File: src/hw/rtl/clsr_pkg.sv
// ----------------------------------------------------------------------------
// clsr_pkg: shared types and constants of the LRU / SRRIP replacement engine
// Sizes of the set/way store, operation codes, configuration register
// indexes, and the command and status groups between controller and datapath.
// ----------------------------------------------------------------------------
package clsr_pkg;

	localparam int SET_COUNT = 64;
	localparam int WAY_COUNT = 8;
	localparam int SET_W     = $clog2(SET_COUNT);
	localparam int WAY_W     = $clog2(WAY_COUNT);
	localparam int WAYS_N_W  = $clog2(WAY_COUNT + 1);
	localparam int STAMP_W   = 64;
	localparam int FUNC_W    = 2;

	// configuration register widths and indexes
	localparam int CFG_IDX_W    = 2;
	localparam int CFG_DATA_W   = 7;
	localparam int RRPV_CFG_W   = 7;
	localparam int WAYS_CFG_W   = 4;
	localparam logic [CFG_IDX_W-1:0] CFG_POLICY     = 2'd0;
	localparam logic [CFG_IDX_W-1:0] CFG_RRPV_WIDTH = 2'd1;
	localparam logic [CFG_IDX_W-1:0] CFG_WAYS       = 2'd2;

	// operation codes
	typedef enum logic [FUNC_W-1:0] {
		FN_HIT    = 2'd0,
		FN_FILL   = 2'd1,
		FN_VICTIM = 2'd2
	} func_t;

	// controller states
	typedef enum logic [2:0] {
		ST_IDLE,
		ST_RD,
		ST_TOUCH,
		ST_SCAN,
		ST_AGE,
		ST_WB,
		ST_DONE
	} state_t;

	// one set of the store: valid bits and per-way stamp / RRPV
	typedef struct packed {
		logic [WAY_COUNT-1:0]              valid;
		logic [WAY_COUNT-1:0][STAMP_W-1:0] stamp;
	} row_t;

	// decoded configuration
	typedef struct packed {
		logic                srrip;
		logic [STAMP_W-1:0]  rrpv_max;
		logic [STAMP_W-1:0]  rrpv_fill;
		logic [WAYS_N_W-1:0] ways;
	} cfg_t;

	// controller to datapath
	typedef struct packed {
		logic load;
		logic rd;
		logic touch;
		logic scan;
		logic age;
		logic wb;
	} cmd_t;

	// datapath to controller
	typedef struct packed {
		func_t func;
		logic  scan_last;
	} sts_t;

endpackage

File: src/hw/rtl/clsr_ctrl.sv
// ----------------------------------------------------------------------------
// clsr_ctrl: operation sequencer of the replacement engine
// Accepts one operation at a time, steps the datapath through row read,
// update or way scan, write-back, and hands the result to the output register.
// ----------------------------------------------------------------------------
module clsr_ctrl (
	input  logic            clk,
	input  logic            arst_n,
	input  logic            in_valid,
	output logic            in_ready,
	input  clsr_pkg::sts_t  sts,
	input  logic            out_free,
	output clsr_pkg::cmd_t  cmd,
	output logic            res_load
);
	import clsr_pkg::*;

	state_t state_q;
	state_t state_d;

	// state register
	always_ff @(posedge clk or negedge arst_n) begin
		if (!arst_n) begin
			state_q <= ST_IDLE;
		end else begin
			state_q <= state_d;
		end
	end

	// next state and commands
	always_comb begin
		state_d  = state_q;
		cmd      = '0;
		in_ready = 1'b0;
		res_load = 1'b0;
		unique case (state_q)
			ST_IDLE: begin
				in_ready = 1'b1;
				if (in_valid) begin
					cmd.load = 1'b1;
					state_d  = ST_RD;
				end
			end
			ST_RD: begin
				cmd.rd = 1'b1;
				unique case (sts.func) inside
					FN_HIT, FN_FILL: state_d = ST_TOUCH;
					FN_VICTIM:       state_d = ST_SCAN;
					default:         state_d = ST_DONE;
				endcase
			end
			ST_TOUCH: begin
				cmd.touch = 1'b1;
				state_d   = ST_DONE;
			end
			ST_SCAN: begin
				cmd.scan = 1'b1;
				if (sts.scan_last) begin
					state_d = ST_AGE;
				end
			end
			ST_AGE: begin
				cmd.age = 1'b1;
				state_d = ST_WB;
			end
			ST_WB: begin
				cmd.wb  = 1'b1;
				state_d = ST_DONE;
			end
			ST_DONE: begin
				if (out_free) begin
					res_load = 1'b1;
					state_d  = ST_IDLE;
				end
			end
			default: begin
				state_d = ST_IDLE;
			end
		endcase
	end

endmodule

File: config.mk
export PLATFORM = sky130hd
export DESIGN_NAME = clsr_ctrl
export DESIGN_NICKNAME = d
export VERILOG_FILES = /design/src/hw/rtl/clsr_pkg.sv /design/src/hw/rtl/clsr_ctrl.sv
export SDC_FILE = /design/constraint.sdc
export NUM_CORES = 1
export LEC_CHECK = 0
export ABC_AREA = 1
export BUFFER_PORTS_ARGS = -buffer_cell sky130_fd_sc_hd__buf_4
export CAP_MARGIN = 5
export CORE_AREA = 2 2 39 41
export CTS_CLUSTER_SIZE = 14
export DETAILED_ROUTE_END_ITERATION = 16
export DIE_AREA = 0 0 41 43
export PLACE_DENSITY = 0.46
export SLEW_MARGIN = 20
export SYNTH_ARGS = -nofsm -noshare
export SYNTH_HDL_FRONTEND = slang
export SYNTH_SLANG_ARGS = --single-unit
File: constraint.sdc
create_clock -name clk -period 1.05 [get_ports clk]
set_clock_uncertainty 0.1 [all_clocks]
set_input_delay 0.105 -clock clk [delete_from_list [all_inputs] [get_ports clk]]
set_output_delay 0.105 -clock clk [all_outputs]
set_load 0.02 [all_outputs]
=== Word-level counts from Yosys, hierarchy flattened ===
Index checks and enable logic that the tools add are counted.

* Register bits after elaboration: 3
* Logic and storage cells: 32
* Input bits: 7
* Output and inout port bits: 8

* Reductions and logical operators: 5
* Eq/ne operators: 11
* Multiplexer cells: 15

{| class="wikitable"
|+ Operator list
! kind !! count
|-
| $pmux 3 s6 || 1
|-
| $mux 1 || 10
|-
| $eq 3x3->1 const B || 3
|-
| $mux 3 || 3
|-
| $eq 3x2->1 const B || 2
|-
| $ne 2x2->1 const B || 3
|-
| $pmux 3 s2 || 1
|-
| $reduce_or 2->1 || 2
|-
| $eq 3x1->1 const B || 1
|-
| $logic_not 3->1 || 1
|-
| $reduce_and 3->1 || 1
|-
| $eq 2x1->1 const B || 1
|-
| $eq 2x2->1 const B || 1
|-
| $logic_not 2->1 || 1
|}

=== Depth between registers and ports, before layout ===
Gate-level depths: netlist of run 1.

* Word-level depth: 4
* Mapped depth: 5
* Mapped depth without buffers: 5

=== Least setup slack after synthesis of run 1 ===
OpenSTA, ideal clock, no wires.

* Path kind: register to output
* Start: reg state_q[0]
* End: out cmd[1] (netlist name)
* Arrival time: 1.000 ns
* Slack: -0.155 ns
* Data required time: 0.845 ns
* Path buffers: 1
* Stages on the path, launching flop included: 3
* Cell sequence: dfrtp_1 > buf_4 > nor3_1

{| class="wikitable"
|+ RTL lines
! item !! RTL line !! RTL
|-
| from (decl) || clsr_ctrl.sv:18 || <nowiki>state_t state_q;</nowiki>
|-
| from (signal assigned) || clsr_ctrl.sv:26 || <nowiki>state_q <= state_d;</nowiki>
|-
| to (decl) || clsr_ctrl.sv:13 || <nowiki>output clsr_pkg::cmd_t cmd,</nowiki>
|}

==> results of run 1 <==
==> cells in the mapped netlist <==
cell / n
inv_1: 8
buf_4: 1
o21ai_1: 2
a21oi_1: 2
nand2_1: 6
nor3_2: 1
nor3_1: 3
nor2_1: 9
inv_2: 1
nand4_1: 1
nand3_1: 3
dfrtp_1: 3
==> per-stage QoR <==
| step | hold slack (ns) | TNS, ns |
|---|---|---|
| 2_1_floorplan | -0.291 | -0.510 |
| 3_3_place_gp | -0.205 | -0.627 |
| 3_5_place_dp | -0.204 | -0.476 |
| 4_1_cts | 0.0886 | -2.25 |
| 5_1_grt | 0.107 | -2.84 |
| 6_report | 0.0982 | -2.19 |
==> per-layer routing <==
layer / up-vias / global-route usage, % / part of all wire (%)
met3: 2 / 1.57 / 6.7
li1: 167 / - / -
met2: 10 / 13.1 / 49
met5: - / 0 / 0
met1: 133 / 11.7 / 41
met4: 0 / 10.0 / 2.8
==> path summary, 6_finish.rpt <==
path                       startpoint         end  slack (ns)  cells past startpoint
max reg2reg                state_q[1]  state_q[2]       -0.14                      6
min                            arst_n  state_q[0]         0.1                      2
min in group clk               sts[0]  state_q[0]        0.10                      4
max                        state_q[2]      cmd[2]       -0.28                      3
min reg2reg                state_q[0]  state_q[1]        0.57                      2
max in group asynchronous      arst_n  state_q[2]        0.64                      2
==> repair_timing <==
| action | CTS | global route |
|---|---|---|
| pin swaps | 4 | 2 |
| setup endpoints to repair | 11 | 11 |
| setup buffers | 3 | 0 |
| hold buffers | 1 | 0 |
| gates resized for setup | 14 | 4 |
| endpoints found under the hold margin | 3 | 0 |
==> logic make-up after synthesis <==
kind of cell | count (synthesis)
AND/OR/NAND/NOR | 23
buffers and inverters | 10
AO/OA/AOI/OAI | 4
flip-flops | 3
==> power breakdown <==
| group | switching [W] | internal [W] | total, W |
|---|---|---|---|
| combinational | 0.000519 | 0.000449 | 0.000968 |
| clock | 0.0000649 | 0.000143 | 0.000208 |
| sequential | 0.000139 | 0.000190 | 0.000329 |
==> layout make-up <==
cell class / instances / area, um^2
Sequential cell: 3 / 78.8
Timing Repair Buffer: 19 / 160
Fill cell: 148 / 891
Clock buffer: 4 / 26.3
Inverter: 9 / 36.3
Tap cell: 16 / 20.0
Multi-Input combinational cell: 27 / 171
==> flow_metrics.py, run 1 <==
metrics = {
    "run_status": {
        "status": "finished, violations left",
        "violations": "setup timing",
    },
    "route": {
        "drc": 0,
        "first_pass_iters": 1,
        "ant_nets": 0,
        "wl_per_cell_um": 8.56,
        "wirelength_um": 668,
        "vias": 312,
        "drtIter0Drc": 0,
        "viasPerCell": 4.00,
    },
    "floorplanning": {
        "io_pins": 15,
        "die_w_um": 41,
        "core-area_um2": 1380,
        "start_util_pct": 17.3,
        "num_rows": 14,
        "fp.dieH_um": 43,
        "die_area_um2": 1760,
    },
    "clock_tree": {
        "path_clk_slew_ns": 0.04,
        "clock_latency_ns": 0.24,
        "cts-root-buf": "clkbuf_4",
        "cts_tree": "built",
        "clockBufferDepth": 2,
        "clkSinkCount": 3,
        "numCtsBuffers": 3,
        "htreeDepth": 1,
    },
    "sta": {
        "worst_slack_ns": -0.279,
        "finalCritPeriodShare_pct": 127,
        "max_freq_ghz": 0.752,
        "hold_viol_final": 0,
        "period_minus_slack_ns": 1.33,
        "rsz0062_at_grt": "true",
        "worstMarginPinSlew_ns": 0.190,
        "slew_violations": 0,
        "max_slew_margin_pct": 87.3,
        "final-setup-viol-count": 11,
    },
    "place": {
        "dp_hpwl_um": 518,
        "portBuffers": 14,
        "gp_congestion": 0.702,
        "dp.cells": 71,
        "placedInstanceArea_um2": 389,
        "dp_slack_ns": -0.123,
    },
    "synthesis": {
        "syn_avg_cell_area_um2": 5.97,
        "synth_top_area_cell": "dfrtp_1",
        "muxShareOfSynthArea_pct": 0,
        "ys_ff_latch": 3,
        "synth_warnings": 0,
        "synth_seq_area_share_pct": 31.4,
        "syn-cell-area_um2": 239,
        "synth-xor-area-share_pct": 0,
        "ys_types": 12,
        "syn_nets": 47,
        "synthAdderAreaFrac_pct": 0,
        "synth_top_family_by_area": "simple AND/OR/NAND/NOR gates",
        "synthSimpleGateAreaFrac_pct": 42.9,
        "synth_area_leaders": "dfrtp_1, nor2_1, inv_1, nand2_1, nand3_1",
        "synth_top_area_share_pct": 31.4,
        "synth_compound_area_share_pct": 8.38,
        "synth_cells": 40,
    },
    "pwr": {
        "ir_drop_mv": 0.944,
        "power_w": 0.00151,
        "p_leak_nw": 0.262,
        "power_density_nw_per_um2": 3050,
    },
    "global_route": {
        "grt_pass1_vias": 294,
        "grt_max_degree": 9,
        "track_usage_pct": 9.67,
        "grt-ovfl-total": 0,
        "grt_pass1_wl_mm": 1.10,
        "antenna_found_initial": 0,
    },
    "final_layout": {
        "fin_area_um2": 493,
        "area_delta_synth_final_pct": 106,
        "final_util_pct": 35.6,
        "largest_register_ffs": 3,
        "layout_common_cells": "buf_4, inv_1, nor2_1, nand2_1, buf_6",
        "antenna_cells": 0,
        "final_common_cell": "buf_4",
        "instances_no_fill": 78,
        "nets": 70,
        "reg.largest.list": "state_q: 3 flops",
        "top_register": "state_q",
        "drive_gt1_share_pct": 61.3,
    },
    "worst_setup_path": {
        "crit_slowest_cell": "dfrtp_2",
        "cp.required_ns": 0.84,
        "crit_path_cell_trace": "buf_6, nor3_2, buf_4",
        "critical-path-max-stage-delay_ns": 0.45,
        "arrival_ns": 1.12,
        "cp-end-kind": "output pin",
        "path_delay_family": "flip-flops",
        "path_buf_inv": 2,
        "crit_fanout": 5,
        "cp-start-kind": "flip-flop",
        "worstSetupPathType": "reg -> out",
    },
    "hold_path": {
        "hp-class": "in -> async",
    },
    "flow_run": {
        "max_cap_viol_count": 0,
    },
}
Power figures use the tool's default switching activity.
==> inputs of run 2 (changes only) <==
--- a/config.mk
+++ b/config.mk
@@ -14,4 +14,5 @@
 export DIE_AREA = 0 0 41 43
 export PLACE_DENSITY = 0.46
+export RECOVER_POWER = 25
 export SLEW_MARGIN = 20
 export SYNTH_ARGS = -nofsm -noshare
==> constraint.sdc (replaced) <==
create_clock -name clk -period 1.05 [get_ports clk]
set_clock_uncertainty 0.1 [all_clocks]
set_input_delay 0.0525 -clock clk [delete_from_list [all_inputs] [get_ports clk]]
set_output_delay 0.0525 -clock clk [all_outputs]
set_load 0.02 [all_outputs]
==> run 2 against run 1 <==
Effect of this change:
- first-iteration DRC count grew 1
- critical path type unchanged
- sequential share of layout area shrank 2.4 points
- core utilization grew 6.1 points
- final cell count grew 6.4%
- the flow still finishes with violations (setup timing)
==> flow_metrics.py, run 2 (synthesis gave the netlist of run 1 again) <==
metrics = {
    "pwr": {
        "power_switching_w": 0.000854,
        "p_leak_nw": 0.293,
        "ir_drop_mv": 1.08,
        "p_int_w": 0.000962,
        "p_comb_share_pct": 69.9,
        "seqPwrFrac_pct": 19.2,
        "clkPwrFrac_pct": 11.0,
        "p_sw_share_pct": 47.0,
        "power_density_nw_per_um2": 3140,
    },
    "sta": {
        "rsz0062_at_grt": "true",
        "final-setup-viol-count": 11,
        "period_minus_slack_ns": 1.29,
        "worstMarginPinSlew_ns": 0.217,
        "worst_slack_ns": -0.237,
        "hold_ws_ns": 0.0627,
        "max_slew_margin_pct": 85.5,
        "slew_violations": 0,
        "hold_viol_final": 0,
        "max_freq_ghz": 0.777,
        "finalCritPeriodShare_pct": 123,
    },
    "place": {
        "portBuffers": 14,
        "dp_hpwl_um": 529,
        "gp_congestion": 0.764,
        "dp_slack_ns": -0.100,
    },
    "worst_setup_path": {
        "worstSetupPathType": "reg -> out",
        "arrival_ns": 1.13,
        "path_delay_family": "flip-flops",
        "crit_slowest_cell": "dfrtp_2",
        "critical-path-max-stage-delay_ns": 0.43,
        "cp.required_ns": 0.90,
        "cp-end-kind": "output pin",
        "path_buf_inv": 2,
        "cp-start-kind": "flip-flop",
        "cp_num_cells": 4,
        "crit_fanout": 4,
        "reg2reg_depth": 7,
        "crit_top_cell": "buf_6",
        "crit_path_cell_trace": "buf_6, nand2_4, nor3_4, buf_6",
    },
    "hold_path": {
        "hp-class": "in -> async",
    },
    "final_layout": {
        "final_util_pct": 41.8,
        "largest_register_ffs": 3,
        "area_delta_synth_final_pct": 142,
        "nets": 75,
        "drive_gt1_share_pct": 70.1,
        "reg.largest.list": "state_q: 3 flops",
        "antenna_cells": 0,
        "top_register": "state_q",
        "final_common_cell": "buf_4",
        "layout_common_cells": "buf_4, buf_6, inv_1, nor2_1",
    },
    "global_route": {
        "track_usage_pct": 10.9,
        "grt_pass1_vias": 337,
        "grt_use_met2_pct": 15.0,
        "grt_pass1_wl_mm": 1.29,
        "met3_usage_pct": 3.14,
        "grt_max_degree": 9,
        "grt_busiest_layer": "met2",
        "grt-ovfl-total": 0,
        "grtUsageMet1_pct": 13.6,
        "antenna_found_initial": 0,
    },
    "flow_run": {
        "max_cap_viol_count": 0,
    },
    "clock_tree": {
        "clock_latency_ns": 0.23,
        "cts-root-buf": "clkbuf_4",
        "htreeDepth": 1,
        "clkSinkCount": 3,
        "cts_tree": "built",
        "numCtsBuffers": 3,
        "clockBufferDepth": 2,
        "path_clk_slew_ns": 0.04,
    },
    "route": {
        "wirelength_um": 813,
        "drtIter0Drc": 1,
        "first_pass_iters": 2,
        "ant_nets": 0,
        "wl_per_cell_um": 9.80,
        "drc": 0,
        "vias": 351,
        "viasPerCell": 4.23,
    },
    "floorplanning": {
        "die_area_um2": 1760,
        "num_rows": 14,
        "fp.dieH_um": 43,
        "start_util_pct": 17.3,
        "io_pins": 15,
        "core-area_um2": 1380,
        "die_w_um": 41,
    },
    "run_status": {
        "violations": "setup timing",
        "status": "finished, violations left",
    },
}
## run 2: power groups by stage
stage	Sequential (W)	Clock (W)	Combinational, W
floorplan	0.000244	0	0.000545
global placement	0.000276	0	0.000842
detailed placement	0.000271	0	0.000834
CTS	0.000294	0.000208	0.00109
global route	0.000361	0.000221	0.00138
finish	0.000348	0.000199	0.00127
## run 2: path summary, 6_finish.rpt
path	from	endpoint	slack [ns]
setup / recovery	state_q[1]	res_load	-0.24
hold / removal	arst_n	state_q[0]	0.06
setup reg to reg	state_q[1]	state_q[2]	-0.21
hold reg to reg	state_q[0]	state_q[1]	0.61
max in group asynchronous	arst_n	state_q[2]	0.61
min in group clk	sts[0]	state_q[0]	0.08
## run 2: worst register-to-register path, cell delays in order, from the launching register on
cell	delay [ns]
dfrtp_2	0.45
buf_6	0.14
nand2_4	0.06
buf_4	0.12
inv_4	0.04
nor2_2	0.09
nor2_1	0.04
o21ai_1	0.13
## run 2: metal layers
layer	up-vias	part of all wire, %
li1	180	-
met1	163	39
met2	8	56
met3	0	3.9
met4	0	0
met5	-	0
## run 2: repair_timing
action,4_1_cts,5_1_grt
buffers inserted,6,1
pin swaps,8,7
setup endpoints to repair,11,11
resized for setup,15,17
hold endpoints to repair,3,0
hold buffers,1,0
## run 2: cell type report
class / count / area, um^2
clock buffers: 4 / 26.3
fillers: 144 / 806
inverters: 9 / 38.8
multi-input cells: 27 / 205
flip-flops and latches: 3 / 78.8
well taps: 16 / 20.0
repair buffers: 24 / 209
## run 2: through the flow
stage | std cells | setup TNS (ns) | power, W | area [um^2]
after floorplan | 40 | -0.331 | 0.000789 | 258
after global placement | 72 | -0.585 | 0.00112 | 398
after detailed placement | 72 | -0.436 | 0.00111 | 398
after CTS | 82 | -1.98 | 0.00159 | 517
after global routing | 83 | -2.86 | 0.00196 | 578
final | 83 | -2.20 | 0.00182 | 578
==> inputs of run 3 (changes only) <==
SKIP_LAST_GASP = 1   (was not set)
==> run 3 against run 2 <==
Effect of this change:
- global-route usage is 0.40 points lower
- non-clock buffer count unchanged
- clock-buffer cell count is the same
- flip-flop and latch count is the same
- the run still ends with setup timing left
- design area decreased by 0.65%
- hold slack about the same
- final cell count is the same
- sequential share of layout area increased by 0.089 points
==> flow_metrics.py, run 3 (synthesis gave the netlist of run 1 again) <==
metrics = {
    "sta": {
        "max_slew_margin_pct": 85.6,
        "slew_violations": 0,
        "period_minus_slack_ns": 1.29,
        "finalCritPeriodShare_pct": 123,
        "worstMarginPinSlew_ns": 0.217,
        "rsz0062_at_grt": "true",
        "hold_viol_final": 0,
        "worst_slack_ns": -0.237,
        "final-setup-viol-count": 11,
        "max_freq_ghz": 0.777,
    },
    "worst_setup_path": {
        "crit_fanout": 4,
        "reg2reg_slack_ns": -0.21,
        "cp-end-kind": "output pin",
        "cp_num_cells": 4,
        "worstSetupPathType": "reg -> out",
        "crit_end": "res_load",
        "critical-path-max-stage-delay_ns": 0.43,
        "crit_top_cell": "buf_6",
        "critPathLaunch": "state_q[1]",
        "crit_slowest_cell": "dfrtp_2",
        "cp.required_ns": 0.90,
        "reg2reg_depth": 7,
        "timing.rr.end": "state_q[2]",
        "path_buf_inv": 2,
        "path_delay_family": "flip-flops",
        "timing.rr.start": "state_q[1]",
        "arrival_ns": 1.13,
        "cp-start-kind": "flip-flop",
        "crit_path_cell_trace": "buf_6, nand2_4, nor3_4, buf_6",
    },
    "pwr": {
        "power_density_nw_per_um2": 3150,
        "ir_drop_mv": 1.04,
        "power_w": 0.00181,
        "p_leak_nw": 0.292,
    },
    "global_route": {
        "grt-ovfl-total": 0,
        "track_usage_pct": 10.5,
        "grt_pass1_vias": 325,
        "grt_max_degree": 9,
        "grt_pass1_wl_mm": 1.24,
        "antenna_found_initial": 0,
    },
    "run_status": {
        "status": "finished, violations left",
        "violations": "setup timing",
    },
    "final_layout": {
        "fillers": 144,
        "final_common_cell": "buf_4",
        "top_register": "state_q",
        "area_delta_synth_final_pct": 140,
        "antenna_cells": 0,
        "final_util_pct": 41.5,
        "reg.largest.list": "state_q: 3 flops",
        "largest_register_ffs": 3,
        "nets": 75,
        "layout_common_cells": "buf_4, buf_6, inv_1, nor2_1",
        "drive_gt1_share_pct": 70.1,
    },
    "clock_tree": {
        "cts-root-buf": "clkbuf_4",
        "htreeDepth": 1,
        "path_clk_slew_ns": 0.04,
        "clock_latency_ns": 0.23,
        "cts_tree": "built",
        "clkSinkCount": 3,
        "numCtsBuffers": 3,
        "clockBufferDepth": 2,
    },
    "route": {
        "vias": 349,
        "drc": 0,
        "first_pass_iters": 4,
        "viasPerCell": 4.20,
        "drtIter0Drc": 1,
        "wirelength_um": 802,
        "ant_nets": 0,
        "wl_per_cell_um": 9.66,
    },
    "place": {
        "portBuffers": 14,
        "dp_hpwl_um": 529,
        "gp_congestion": 0.764,
    },
    "floorplanning": {
        "die_area_um2": 1760,
        "fp.dieH_um": 43,
        "die_w_um": 41,
        "io_pins": 15,
        "core-area_um2": 1380,
        "num_rows": 14,
        "start_util_pct": 17.3,
    },
    "flow_run": {
        "max_cap_viol_count": 0,
    },
    "hold_path": {
        "hp-class": "in -> async",
    },
}
-- run 3: power by group --
part           internal, W  switching, W  leakage [nW]
logic             0.000625      0.000635         0.245
registers         0.000189      0.000158        0.0326
clock network     0.000142     0.0000572        0.0150
total             0.000956      0.000850         0.292
-- run 3: worst min path at each step --
stage / startpoint / end / slack [ns] / cells past startpoint
final: arst_n / state_q[0] / 0.06 / 2
after global routing: arst_n / state_q[0] / 0.07 / 2
after CTS: arst_n / state_q[1] / 0.04 / 2
after detailed placement: arst_n / state_q[2] / -0.26 / 1
after global placement: arst_n / state_q[1] / -0.26 / 1
after floorplan: arst_n / state_q[0] / -0.34 / 0
-- run 3: metrics by stage --
stage	TNS, ns	hold WS (ns)	area [um^2]	setup WS, ns	cells
after global placement	-0.585	-0.257	398	-0.127	72
after CTS	-1.99	0.0423	513	-0.235	82
after global routing	-2.86	0.0709	574	-0.297	83
after detailed placement	-0.436	-0.256	398	-0.100	72
final	-2.19	0.0623	574	-0.237	83
after floorplan	-0.331	-0.343	258	-0.108	40
-- run 3: area by class of cell --
class / instances / area, um^2 / area share [%]
well taps: 16 / 20.0 / 3.49
repair buffers: 24 / 205 / 35.7
multi-input cells: 27 / 205 / 35.7
flip-flops and latches: 3 / 78.8 / 13.7
clock buffers: 4 / 26.3 / 4.58
inverters: 9 / 38.8 / 6.75
-- run 3: routing by layer --
layer  up-vias  share of wire, %  GRT usage, %
li1        180                 -             -
met1       159                39          13.3
met2        10                56          14.1
met3         0               4.9          3.14
met4         0                 0          8.00
met5         -                 0             0
-- run 3: repair_timing --
item	CTS	global route
endpoints found under the hold margin	3	0
hold buffers	1	0
setup buffers	6	1
endpoints found under the setup margin	11	11
gates resized for setup	14	17
pin swaps	8	7
